$ cat src/hdl/assert_macros.svh
// Assertion macros shared by the enumerator RTL.
// No dependencies; define SYNTH to compile the checks away.
`ifndef ASSERT_MACROS_SVH
`define ASSERT_MACROS_SVH
`ifndef SYNTH
// Check sampled at the rising clock edge, masked while reset is low.
`define KSE_ASSERT(lbl, clk, rstn, prop, msg) \
	lbl: assert property (@(posedge clk) disable iff (!(rstn)) prop) else $error(msg);
// Check sampled at every rising clock edge, reset included.
`define KSE_ASSERT_ALWAYS(lbl, clk, prop, msg) \
	lbl: assert property (@(posedge clk) prop) else $error(msg);
`else
`define KSE_ASSERT(lbl, clk, rstn, prop, msg)
`define KSE_ASSERT_ALWAYS(lbl, clk, prop, msg)
`endif
`endif

$ cat src/hdl/kse_pkg.sv
// Shared types and constants of the keyspace string enumerator.
// No dependencies; used by the interfaces, the cell row and the top level.
`default_nettype none
package kse_pkg;
	localparam int ADDR_W    = 64;
	localparam int CHAR_W    = 8;
	localparam int RADIX_W   = CHAR_W + 1;
	localparam int IL_W      = 5;
	localparam int CFG_IDX_W = 2;

	localparam logic [CHAR_W-1:0] RST_MIN_CHAR = 8'd33;
	localparam logic [CHAR_W-1:0] RST_MAX_CHAR = 8'd126;
	localparam logic [IL_W-1:0]   RST_INIT_LEN = 5'd1;

	// register indexes
	localparam logic [CFG_IDX_W-1:0] REG_MIN_CHAR = 2'd0;
	localparam logic [CFG_IDX_W-1:0] REG_MAX_CHAR = 2'd1;
	localparam logic [CFG_IDX_W-1:0] REG_INIT_LEN = 2'd2;

	// cell operations
	localparam logic [2:0] OP_HOLD    = 3'd0;
	localparam logic [2:0] OP_RESTART = 3'd1;
	localparam logic [2:0] OP_ADVANCE = 3'd2;
	localparam logic [2:0] OP_CLEAR   = 3'd3;
	localparam logic [2:0] OP_STEP    = 3'd4;
	localparam logic [2:0] OP_FINISH  = 3'd5;

	typedef struct packed {
		logic [2:0] op;
		logic       shift;
	} cell_cmd_t;

	typedef struct packed {
		logic [CHAR_W-1:0]  min_char;
		logic [CHAR_W-1:0]  max_char;
		logic [RADIX_W-1:0] radix;
	} cell_bcast_t;

	// data handed from one cell to the next higher one
	typedef struct packed {
		logic              adv_carry;
		logic              div_carry;
		logic              div_valid;
		logic [CHAR_W-1:0] sh;
	} cell_link_t;
endpackage
`default_nettype wire

$ cat src/hdl/kse_in_if.sv
// Input channel: valid/ready handshake with action and address payload.
// Depends on kse_pkg.
`default_nettype none
interface kse_in_if;
	import kse_pkg::*;
	logic              valid;
	logic              ready;
	logic              action;
	logic [ADDR_W-1:0] address;
	modport source (output valid, action, address, input ready);
	modport sink (input valid, action, address, output ready);
endinterface
`default_nettype wire

$ cat src/hdl/kse_out_if.sv
// Output channel: valid/ready handshake carrying one character per transaction.
// Depends on kse_pkg.
`default_nettype none
interface kse_out_if;
	import kse_pkg::*;
	logic              valid;
	logic              ready;
	logic [CHAR_W-1:0] char_value;
	logic              is_last;
	logic              exhausted;
	modport source (output valid, char_value, is_last, exhausted, input ready);
	modport sink (input valid, char_value, is_last, exhausted, output ready);
endinterface
`default_nettype wire

$ cat src/hdl/kse_cell.sv
// One character position of the enumerator: digit register, increment with
// carry, one radix doubling step of the address conversion, output shift stage.
// Depends on kse_pkg.
`default_nettype none
module kse_cell (
	input  wire logic                   clk,
	input  wire logic                   arst_n,
	input  wire kse_pkg::cell_cmd_t     cmd,
	input  wire kse_pkg::cell_bcast_t   bc,
	input  wire logic                   in_len,
	input  wire logic                   at_len,
	input  wire kse_pkg::cell_link_t    prev,
	output kse_pkg::cell_link_t         next,
	output logic                        nz
);
	import kse_pkg::*;

	logic [CHAR_W-1:0]  digit_q;
	logic [CHAR_W-1:0]  sh_q;
	logic               dcarry_q;
	logic               dvalid_q;
	logic               roll;
	logic               inc;
	logic [RADIX_W-1:0] dbl;
	logic               ge;
	logic [RADIX_W-1:0] rem;

	assign roll = (digit_q >= bc.max_char);
	assign inc  = prev.adv_carry & in_len;
	// doubling plus incoming bit, reduced once by the radix
	assign dbl  = {digit_q, prev.div_carry};
	assign ge   = (dbl >= bc.radix);
	assign rem  = ge ? (dbl - bc.radix) : dbl;

	assign next.adv_carry = in_len ? (prev.adv_carry & roll) : prev.adv_carry;
	assign next.div_carry = dcarry_q;
	assign next.div_valid = dvalid_q;
	assign next.sh        = sh_q;
	assign nz             = (digit_q != '0);

	always_ff @(posedge clk or negedge arst_n) begin
		if (!arst_n) begin
			digit_q  <= RST_MIN_CHAR;
			dcarry_q <= 1'b0;
			dvalid_q <= 1'b0;
		end else begin
			case (cmd.op)
				OP_RESTART: begin
					digit_q <= bc.min_char;
				end
				OP_ADVANCE: begin
					if (inc) begin
						digit_q <= roll ? bc.min_char : digit_q + 1'b1;
					end else if (at_len && prev.adv_carry) begin
						digit_q <= bc.min_char;
					end
				end
				OP_CLEAR: begin
					digit_q  <= '0;
					dcarry_q <= 1'b0;
					dvalid_q <= 1'b0;
				end
				OP_STEP: begin
					dvalid_q <= prev.div_valid;
					dcarry_q <= prev.div_valid & ge;
					if (prev.div_valid) begin
						digit_q <= rem[CHAR_W-1:0];
					end
				end
				OP_FINISH: begin
					digit_q  <= digit_q + bc.min_char;
					dcarry_q <= 1'b0;
					dvalid_q <= 1'b0;
				end
				default: begin
				end
			endcase
		end
	end

	// output shift stage, snapshot on advance
	always_ff @(posedge clk) begin
		if (cmd.op == OP_ADVANCE) begin
			sh_q <= digit_q;
		end else if (cmd.shift) begin
			sh_q <= prev.sh;
		end
	end
endmodule
`default_nettype wire

$ cat src/hdl/kse_chain.sv
// Row of kse_cell instances, cell 0 holding the rightmost character.
// Depends on kse_pkg and kse_cell.
`default_nettype none
module kse_chain #(
	parameter int MAX_LEN = 16,
	parameter int LEN_W   = $clog2(MAX_LEN + 1),
	parameter int IDX_W   = (MAX_LEN > 1) ? $clog2(MAX_LEN) : 1
) (
	input  wire logic                      clk,
	input  wire logic                      arst_n,
	input  wire kse_pkg::cell_cmd_t        cmd,
	input  wire kse_pkg::cell_bcast_t      bc,
	input  wire logic [LEN_W-1:0]          len,
	input  wire logic [IDX_W-1:0]          tap_idx,
	input  wire logic                      head_bit,
	input  wire logic                      head_valid,
	output logic                           full_roll,
	output logic                           top_carry,
	output logic [kse_pkg::CHAR_W-1:0]     tap_char,
	output logic [LEN_W-1:0]               needed
);
	import kse_pkg::*;

	cell_link_t        lk     [MAX_LEN+1];
	logic [CHAR_W-1:0] sh_vec [MAX_LEN];
	logic [MAX_LEN-1:0] nz;

	assign lk[0] = '{adv_carry: 1'b1, div_carry: head_bit, div_valid: head_valid, sh: '0};

	for (genvar i = 0; i < MAX_LEN; i++) begin : g_cell
		localparam logic [LEN_W-1:0] IDX = LEN_W'(i);
		kse_cell u_cell (
			.clk    (clk),
			.arst_n (arst_n),
			.cmd    (cmd),
			.bc     (bc),
			.in_len (IDX < len),
			.at_len (IDX == len),
			.prev   (lk[i]),
			.next   (lk[i+1]),
			.nz     (nz[i])
		);
		assign sh_vec[i] = lk[i+1].sh;
	end

	assign full_roll = lk[MAX_LEN].adv_carry;
	assign top_carry = lk[MAX_LEN].div_valid & lk[MAX_LEN].div_carry;
	assign tap_char  = sh_vec[tap_idx];

	// highest nonzero digit, as a length
	always_comb begin
		needed = '0;
		for (int i = 0; i < MAX_LEN; i++) begin
			if (nz[i]) begin
				needed = LEN_W'(i + 1);
			end
		end
	end
endmodule
`default_nettype wire

$ cat src/hdl/keyspace_string_enumerator_top.sv
// Keyspace string enumerator: odometer over a character range, with a row
// of per-character cells. Depends on kse_pkg, kse_in_if, kse_out_if, kse_chain.
//
// Usage:
//  - in_ch carries one transaction per command. action 0 (next) emits the
//    current string on out_ch, leftmost character first, is_last on the
//    rightmost, then counts the string up by one in radix max-min+1.
//    action 1 (assign) loads the radix digits of address; it emits nothing.
//  - A next of an n-character string shows its first character in the cycle
//    after acceptance and one character per cycle while out_ch.ready is high;
//    in_ch is ready again the cycle after the last character is taken. A
//    stall on out_ch simply holds the current character; the string shifts
//    only on a completed output transaction.
//  - During an assign the address bits enter cell 0 MSB first and ripple up
//    the cell row as a skewed doubling-with-carry, one bit per cell per cycle.
//  - exhausted is sticky: set when the string wraps at MAX_LEN characters or
//    an assigned address needs more than MAX_LEN digits.
//  - Reset: min_char 33, max_char 126, initial_length 1, one character of
//    min_char. Writing initial_length restarts the string and clears exhausted;
//    the user writes configuration only while idle; the block does not check.
`default_nettype none
`include "assert_macros.svh"
module keyspace_string_enumerator_top #(
	parameter int MAX_LEN = 16
) (
	input  wire logic                         clk,
	input  wire logic                         arst_n,
	input  wire logic                         cfg_write,
	input  wire logic [kse_pkg::CFG_IDX_W-1:0] cfg_index,
	input  wire logic [kse_pkg::CHAR_W-1:0]   cfg_data,
	kse_in_if.sink                            in_ch,
	kse_out_if.source                         out_ch
);
	import kse_pkg::*;

	localparam int LEN_W     = $clog2(MAX_LEN + 1);
	localparam int IDX_W     = (MAX_LEN > 1) ? $clog2(MAX_LEN) : 1;
	localparam int STEP_LAST = ADDR_W + MAX_LEN - 1;
	localparam int CNT_W     = $clog2(STEP_LAST + 1);
	localparam logic [LEN_W-1:0] LEN_MAX = LEN_W'(MAX_LEN);

	localparam logic [1:0] ST_IDLE = 2'd0;
	localparam logic [1:0] ST_ASG  = 2'd1;
	localparam logic [1:0] ST_FIN  = 2'd2;
	localparam logic [1:0] ST_OUT  = 2'd3;

	function automatic logic [LEN_W-1:0] clamp_len(input logic [IL_W-1:0] il);
		logic [LEN_W-1:0] r;
		if (il == '0) begin
			r = LEN_W'(1);
		end else if (int'(il) > MAX_LEN) begin
			r = LEN_MAX;
		end else begin
			r = LEN_W'(il);
		end
		return r;
	endfunction

	logic [1:0]        state_q;
	logic [CHAR_W-1:0] min_q;
	logic [CHAR_W-1:0] max_q;
	logic [LEN_W-1:0]  len_q;
	logic              exh_q;
	logic [ADDR_W-1:0] addr_q;
	logic [CNT_W-1:0]  cnt_q;
	logic              ovf_q;
	logic [LEN_W-1:0]  olen_q;
	logic [LEN_W-1:0]  rem_q;
	logic              oexh_q;

	logic              in_acc;
	logic              out_acc;
	logic              restart;
	logic              ovf_now;
	logic              full_roll;
	logic              top_carry;
	logic [CHAR_W-1:0] tap_char;
	logic [LEN_W-1:0]  needed;
	logic [IDX_W-1:0]  tap_idx;
	cell_cmd_t         cmd;
	cell_bcast_t       bc;

	assign in_ch.ready  = (state_q == ST_IDLE);
	assign out_ch.valid = (state_q == ST_OUT);
	assign in_acc       = in_ch.valid & in_ch.ready;
	assign out_acc      = out_ch.valid & out_ch.ready;
	assign restart      = cfg_write && (cfg_index == REG_INIT_LEN);
	assign ovf_now      = ovf_q | top_carry;

	// degenerate range counts as radix one
	assign bc.min_char = min_q;
	assign bc.max_char = max_q;
	assign bc.radix    = (max_q > min_q) ?
		({1'b0, max_q} - {1'b0, min_q} + RADIX_W'(1)) : RADIX_W'(1);

	always_comb begin
		cmd.shift = out_acc;
		if (restart) begin
			cmd.op = OP_RESTART;
		end else if (in_acc) begin
			cmd.op = in_ch.action ? OP_CLEAR : OP_ADVANCE;
		end else begin
			case (state_q)
				ST_ASG:  cmd.op = OP_STEP;
				ST_FIN:  cmd.op = OP_FINISH;
				default: cmd.op = OP_HOLD;
			endcase
		end
	end

	assign tap_idx = IDX_W'(olen_q - 1'b1);

	kse_chain #(
		.MAX_LEN (MAX_LEN),
		.LEN_W   (LEN_W),
		.IDX_W   (IDX_W)
	) u_chain (
		.clk        (clk),
		.arst_n     (arst_n),
		.cmd        (cmd),
		.bc         (bc),
		.len        (len_q),
		.tap_idx    (tap_idx),
		.head_bit   (addr_q[ADDR_W-1]),
		.head_valid ((state_q == ST_ASG) && (int'(cnt_q) < ADDR_W)),
		.full_roll  (full_roll),
		.top_carry  (top_carry),
		.tap_char   (tap_char),
		.needed     (needed)
	);

	assign out_ch.char_value = tap_char;
	assign out_ch.is_last    = (rem_q == LEN_W'(1));
	assign out_ch.exhausted  = oexh_q;

	always_ff @(posedge clk or negedge arst_n) begin
		if (!arst_n) begin
			state_q <= ST_IDLE;
			min_q   <= RST_MIN_CHAR;
			max_q   <= RST_MAX_CHAR;
			len_q   <= clamp_len(RST_INIT_LEN);
			exh_q   <= 1'b0;
			cnt_q   <= '0;
			ovf_q   <= 1'b0;
			olen_q  <= LEN_W'(1);
			rem_q   <= '0;
			oexh_q  <= 1'b0;
		end else begin
			if (cfg_write) begin
				case (cfg_index)
					REG_MIN_CHAR: min_q <= cfg_data;
					REG_MAX_CHAR: max_q <= cfg_data;
					REG_INIT_LEN: begin
						len_q  <= clamp_len(cfg_data[IL_W-1:0]);
						exh_q  <= 1'b0;
					end
					default: begin
					end
				endcase
			end
			case (state_q)
				ST_IDLE: begin
					if (in_acc) begin
						if (in_ch.action) begin
							cnt_q   <= '0;
							ovf_q   <= 1'b0;
							state_q <= ST_ASG;
						end else begin
							olen_q  <= len_q;
							rem_q   <= len_q;
							oexh_q  <= exh_q | (full_roll && (len_q == LEN_MAX));
							// carry out of every position: grow or wrap
							if (full_roll) begin
								if (len_q < LEN_MAX) begin
									len_q <= len_q + 1'b1;
								end else begin
									exh_q <= 1'b1;
								end
							end
							state_q <= ST_OUT;
						end
					end
				end
				ST_ASG: begin
					cnt_q <= cnt_q + 1'b1;
					ovf_q <= ovf_now;
					if (cnt_q == CNT_W'(STEP_LAST)) begin
						state_q <= ST_FIN;
					end
				end
				ST_FIN: begin
					if (ovf_now) begin
						len_q <= LEN_MAX;
						exh_q <= 1'b1;
					end else if (needed > len_q) begin
						len_q <= needed;
					end
					state_q <= ST_IDLE;
				end
				ST_OUT: begin
					if (out_acc) begin
						rem_q <= rem_q - 1'b1;
						if (rem_q == LEN_W'(1)) begin
							state_q <= ST_IDLE;
						end
					end
				end
				default: begin
					state_q <= ST_IDLE;
				end
			endcase
		end
	end

	// address shift register, MSB feeds cell 0
	always_ff @(posedge clk) begin
		if (in_acc && in_ch.action) begin
			addr_q <= in_ch.address;
		end else if (state_q == ST_ASG) begin
			addr_q <= {addr_q[ADDR_W-2:0], 1'b0};
		end
	end

	`KSE_ASSERT(a_no_overlap, clk, arst_n, out_ch.valid |-> !in_ch.ready, "input taken while emitting")
	`KSE_ASSERT(a_last_ends, clk, arst_n, (out_acc && out_ch.is_last) |=> !out_ch.valid, "output ran past last character")
	`KSE_ASSERT(a_assign_quiet, clk, arst_n, (in_acc && in_ch.action) |=> (state_q == ST_ASG) && !out_ch.valid, "assign produced output")
	`KSE_ASSERT(a_len_range, clk, arst_n, (len_q != '0) && (int'(len_q) <= MAX_LEN), "string length out of range")
endmodule
`default_nettype wire
$ cat src/flat_wrapper.sv
// flat-port wrapper written by rule: the top's interface ports become plain ports
module keyspace_string_enumerator_top_flat import kse_pkg::*;
#(
	parameter int MAX_LEN = 16
)
  (clk, arst_n, cfg_write, cfg_index, cfg_data, in_ch_valid, in_ch_action, in_ch_address, in_ch_ready, out_ch_valid, out_ch_char_value, out_ch_is_last, out_ch_exhausted, out_ch_ready);
  kse_in_if in_ch_i ();
  kse_out_if out_ch_i ();
  input  wire logic clk;
  input  wire logic arst_n;
  input  wire logic cfg_write;
  input  wire logic [kse_pkg::CFG_IDX_W-1:0] cfg_index;
  input  wire logic [kse_pkg::CHAR_W-1:0] cfg_data;
  input wire logic [$bits(in_ch_i.valid)-1:0] in_ch_valid;
  input wire logic [$bits(in_ch_i.action)-1:0] in_ch_action;
  input wire logic [$bits(in_ch_i.address)-1:0] in_ch_address;
  output wire logic [$bits(in_ch_i.ready)-1:0] in_ch_ready;
  output wire logic [$bits(out_ch_i.valid)-1:0] out_ch_valid;
  output wire logic [$bits(out_ch_i.char_value)-1:0] out_ch_char_value;
  output wire logic [$bits(out_ch_i.is_last)-1:0] out_ch_is_last;
  output wire logic [$bits(out_ch_i.exhausted)-1:0] out_ch_exhausted;
  input wire logic [$bits(out_ch_i.ready)-1:0] out_ch_ready;
  assign in_ch_i.valid = in_ch_valid;
  assign in_ch_i.action = in_ch_action;
  assign in_ch_i.address = in_ch_address;
  assign in_ch_ready = in_ch_i.ready;
  assign out_ch_valid = out_ch_i.valid;
  assign out_ch_char_value = out_ch_i.char_value;
  assign out_ch_is_last = out_ch_i.is_last;
  assign out_ch_exhausted = out_ch_i.exhausted;
  assign out_ch_i.ready = out_ch_ready;
  keyspace_string_enumerator_top #(.MAX_LEN(MAX_LEN)) u_core (.clk(clk), .arst_n(arst_n), .cfg_write(cfg_write), .cfg_index(cfg_index), .cfg_data(cfg_data), .in_ch(in_ch_i), .out_ch(out_ch_i));
endmodule
$ cat config.mk
export PLATFORM = sky130hd
export DESIGN_NAME = keyspace_string_enumerator_top_flat
export DESIGN_NICKNAME = d
export VERILOG_FILES = /design/src/hdl/kse_pkg.sv /design/src/hdl/kse_in_if.sv /design/src/hdl/kse_out_if.sv /design/src/hdl/kse_cell.sv /design/src/hdl/kse_chain.sv /design/src/hdl/keyspace_string_enumerator_top.sv /design/src/flat_wrapper.sv
export VERILOG_INCLUDE_DIRS = /design/src /design/src/hdl
export SDC_FILE = /design/constraint.sdc
export NUM_CORES = 2
export LEC_CHECK = 0
export BUFFER_PORTS_ARGS = -buffer_cell sky130_fd_sc_hd__clkbuf_2
export CORE_MARGIN = 3
export CORE_UTILIZATION = 55
export DETAILED_ROUTE_END_ITERATION = 7
export PLACE_DENSITY = 0.78
export SLEW_MARGIN = 20
export SYNTH_ARGS = -nofsm -noshare
export SYNTH_HDL_FRONTEND = slang
export SYNTH_HIERARCHICAL = 1
export SYNTH_SLANG_ARGS = --single-unit
$ cat constraint.sdc
create_clock -name clk -period 10.84 [get_ports clk]
set_input_delay 1.626 -clock clk [delete_from_list [all_inputs] [get_ports clk]]
set_output_delay 1.626 -clock clk [all_outputs]
set_load 0.01 [all_outputs]
==> flow_summary.ini <==
[timing]
setup_repair_after_global_routing_missed_its_margin = no
report.final.setup_viol = 0
worst-slew-pin-transition_ps = 1230
slew_viol_final = 0
post-route-period-util = 0.801
max-slew-margin-rel = 0.177
final.min_clock_period_ps = 8680
clock-skew-final_ps = 23.4
final_hold_fails = 0
finalSetupTns_ps = 0
max_clock_freq_mhz = 115

[die]
die-area_um2 = 84600
placement_rows = 103
boundaryPins = 92
initial_core_util = 0.560
die-width_um = 291
placeableCoreArea_um2 = 79600
die_h_um = 291

[global_route]
number_of_global_route_vias_before_repair = 39501
initial_antenna_violation_count = 1
grt_start_max_net_pins = 160
track_usage = 0.322
globalRouteOverflowTotal = 0
wire_length_of_the_first_global_routing_pass_um = 220000

[run]
max_cap_viol_count = 0

[routing]
routed_wirelength_um = 142000
drt-pass1-iter-count = 6
drt_initial_violations = 4203
route.detailed.wl_per_inst_um = 23.0
routed-via-count = 41210
detail_route.vias_per_cell = 6.67
drt_drc_violations_left = 0
antenna_violating_nets_post_route = 0

[clock_network]
ctsLongestPathBuffers = 3
cts_tree = built
cts_resized = 0
cts.reportedPaths.clkPinSlew_ps = 60
source_to_sink_clock_delay_at_the_later_pin_of_the_worst_skew_pair_ps = 630
post_cts_hold_buffer_count = 0
tritoncts.num_buffers = 50
numClockSinks = 394
cts_setup_buffers = 0
root_buffer = clkbuf_16
cts.htree.levels = 2

[synthesis]
postSynthAreaPerCell_um2 = 8.74
synth-async-reset-ratio = 0.513
synth_ff_type = edfxtp_1
ys_seq_elements = 394
yosys-top-cells-count = a21oi_1, inv_1, ha_1
synth_warnings = 6
synth_top_area_cell = edfxtp_1
synth-seq-area-share = 0.244
synth_cell_types = 79
synthesis.area_um2 = 44600
synth_top_cells_by_area = edfxtp_1, ha_1, dfrtp_1
post-synth-top-count-cell = a21oi_1
synth.top_cell.area_share = 0.129
synthCells = 5105
synth-edff-count = 192

[worst_setup_path]
end_kind = flop
cp-startpoint = u_core/max_q[1]
worstSetupPathType = flop to flop
critical_path.most_common_cell = inv_1
slowest_stage = dfstp_2
r2r_start = u_core/max_q[1]
worst_ep_required_time_ps = 11320
critPathMaxStageDelay_ps = 940
cp_max_fo = 19
worst-endpoint-arrival_ps = 9170
worst_setup_path_start_kind = flop

[place]
routabilityCongestion = 0.958
portBuffers = 91
detailed_place_hpwl_um = 98900

[worst_hold_path]
worst_hold_path_type = flop to flop
min-delay-start = u_core/u_chain/g_cell[15].u_cell/dvalid_q

[layout]
area.growth.synth_to_final_pct = 6.02
final_layout_size_suffix_gt1_frac = 0.130
nNetsFinal = 5652

[run_status]
status = finished, final reports clean
-- flip-flops by register name, summed over array words and instances, names as in the netlist, 7 cells and up --
| signal | flops |
|---|---|
| u_core/u_chain/g_cell.u_cell/digit_q | 128 |
| u_core/u_chain/g_cell.u_cell/sh_q | 128 |
| u_core/addr_q | 64 |
| u_core/cnt_q | 7 |
| u_core/u_chain/g_cell.u_cell/dcarry_q | 16 |
| u_core/u_chain/g_cell.u_cell/dvalid_q | 16 |
| u_core/min_q | 8 |
| u_core/max_q | 8 |
-- layout make-up --
type / instances / area [um2]
clock buffers: 55 / 1290
diodes: 2 / 5.00
fillers: 6867 / 32400
well taps: 1050 / 1310
repair buffers: 127 / 768
flip-flops and latches: 394 / 10900
multi-input cells: 4052 / 31000
clock inverters: 39 / 323
inverters: 463 / 1740
-- cell usage in the layout (no fill, tap or decap), drive strengths merged, types with 35 or more instances in the layout --
| cell type | Yosys | routed |
|---|---|---|
| a22oi | 52 | 52 |
| a21oi | 472 | 472 |
| nor4 | 51 | 51 |
| o22ai | 37 | 37 |
| mux2i | 51 | 51 |
| o21a | 80 | 80 |
| buf | 126 | 37 |
| nand3 | 170 | 170 |
| o31ai | 35 | 35 |
| or3 | 38 | 38 |
| nor2 | 217 | 217 |
| nor3 | 60 | 60 |
| a211oi | 38 | 38 |
| fa | 36 | 36 |
| inv | 463 | 468 |
| dfstp | 42 | 42 |
| or2 | 66 | 66 |
| xnor2 | 132 | 132 |
| xor2 | 119 | 119 |
| ha | 448 | 448 |
| dfrtp | 160 | 160 |
| nand2 | 335 | 335 |
| a21boi | 48 | 48 |
| o211ai | 115 | 115 |
| a31oi | 82 | 82 |
| edfxtp | 192 | 192 |
| clkbuf | 76 | 145 |
| and3 | 52 | 52 |
| nand2b | 151 | 151 |
| o21bai | 49 | 49 |
| o21ai | 384 | 384 |
| nor2b | 104 | 104 |
| mux2 | 263 | 263 |
-- critical path, delay by kind of cell (launching register included) --
family	cells	cell delay, ps
AO/OA/AOI/OAI	20	5440
buffers and inverters	17	1250
flip-flops	1	940
AND/OR/NAND/NOR	3	590
adder cells (fa/ha/maj)	1	300
-- per-layer routing --
metal / vias up / routed length (um) / GRT usage / share of wire
li1: 18775 / - / - / -
met1: 19531 / 55100 / 0.418 / 0.39
met2: 2369 / 63800 / 0.514 / 0.45
met3: 535 / 15500 / 0.0619 / 0.11
met4: 0 / 7960 / 0.163 / 0.056
met5: - / 0 / 0 / 0
-- logic make-up (layout without fill, tap and decap cells) --
| family | Yosys count | after routing | share of synthesized area |
|---|---|---|---|
| compound gates | 1632 | 1632 | 0.242 |
| simple gates | 1328 | 1328 | 0.163 |
| buf+inv | 668 | 684 | 0.0647 |
| fa+ha+maj | 484 | 484 | 0.142 |
| flops | 394 | 394 | 0.244 |
| mux | 346 | 346 | 0.0952 |
| xor+xnor | 251 | 251 | 0.0493 |
| other cells | 2 | 13 | 0.000168 |
-- metrics by stage --
stage               instances  utilization  instance area (um2)  setup slack (ps)  hold slack (ps)
CTS                      6180        0.594                47300              2350              483
global route             6180        0.594                47300              1150              514
finish                   6182        0.594                47300              2160              481
detailed placement       6086        0.573                45700              2410              469
floorplan                5114            -                44600              3950              451
global placement         6085        0.573                45600              2680              462
-- final timing paths --
check                                                                  to  slack (ps)  cells after the start
worst max-delay path                                      u_core/len_q[2]        2160                     41
worst min-delay path            u_core/u_chain/g_cell[15].u_cell/dvalid_q         480                      2
worst max register to register                            u_core/len_q[2]        2160                     41
worst min register to register  u_core/u_chain/g_cell[15].u_cell/dvalid_q         480                      2
max in group asynchronous                                 u_core/min_q[6]        8290                      2
min in group asynchronous        u_core/u_chain/g_cell[5].u_cell/dvalid_q        1020                      1
Power is not shown: default switching activity piles up to over one toggle a cycle in this logic, so the estimate is an artifact.
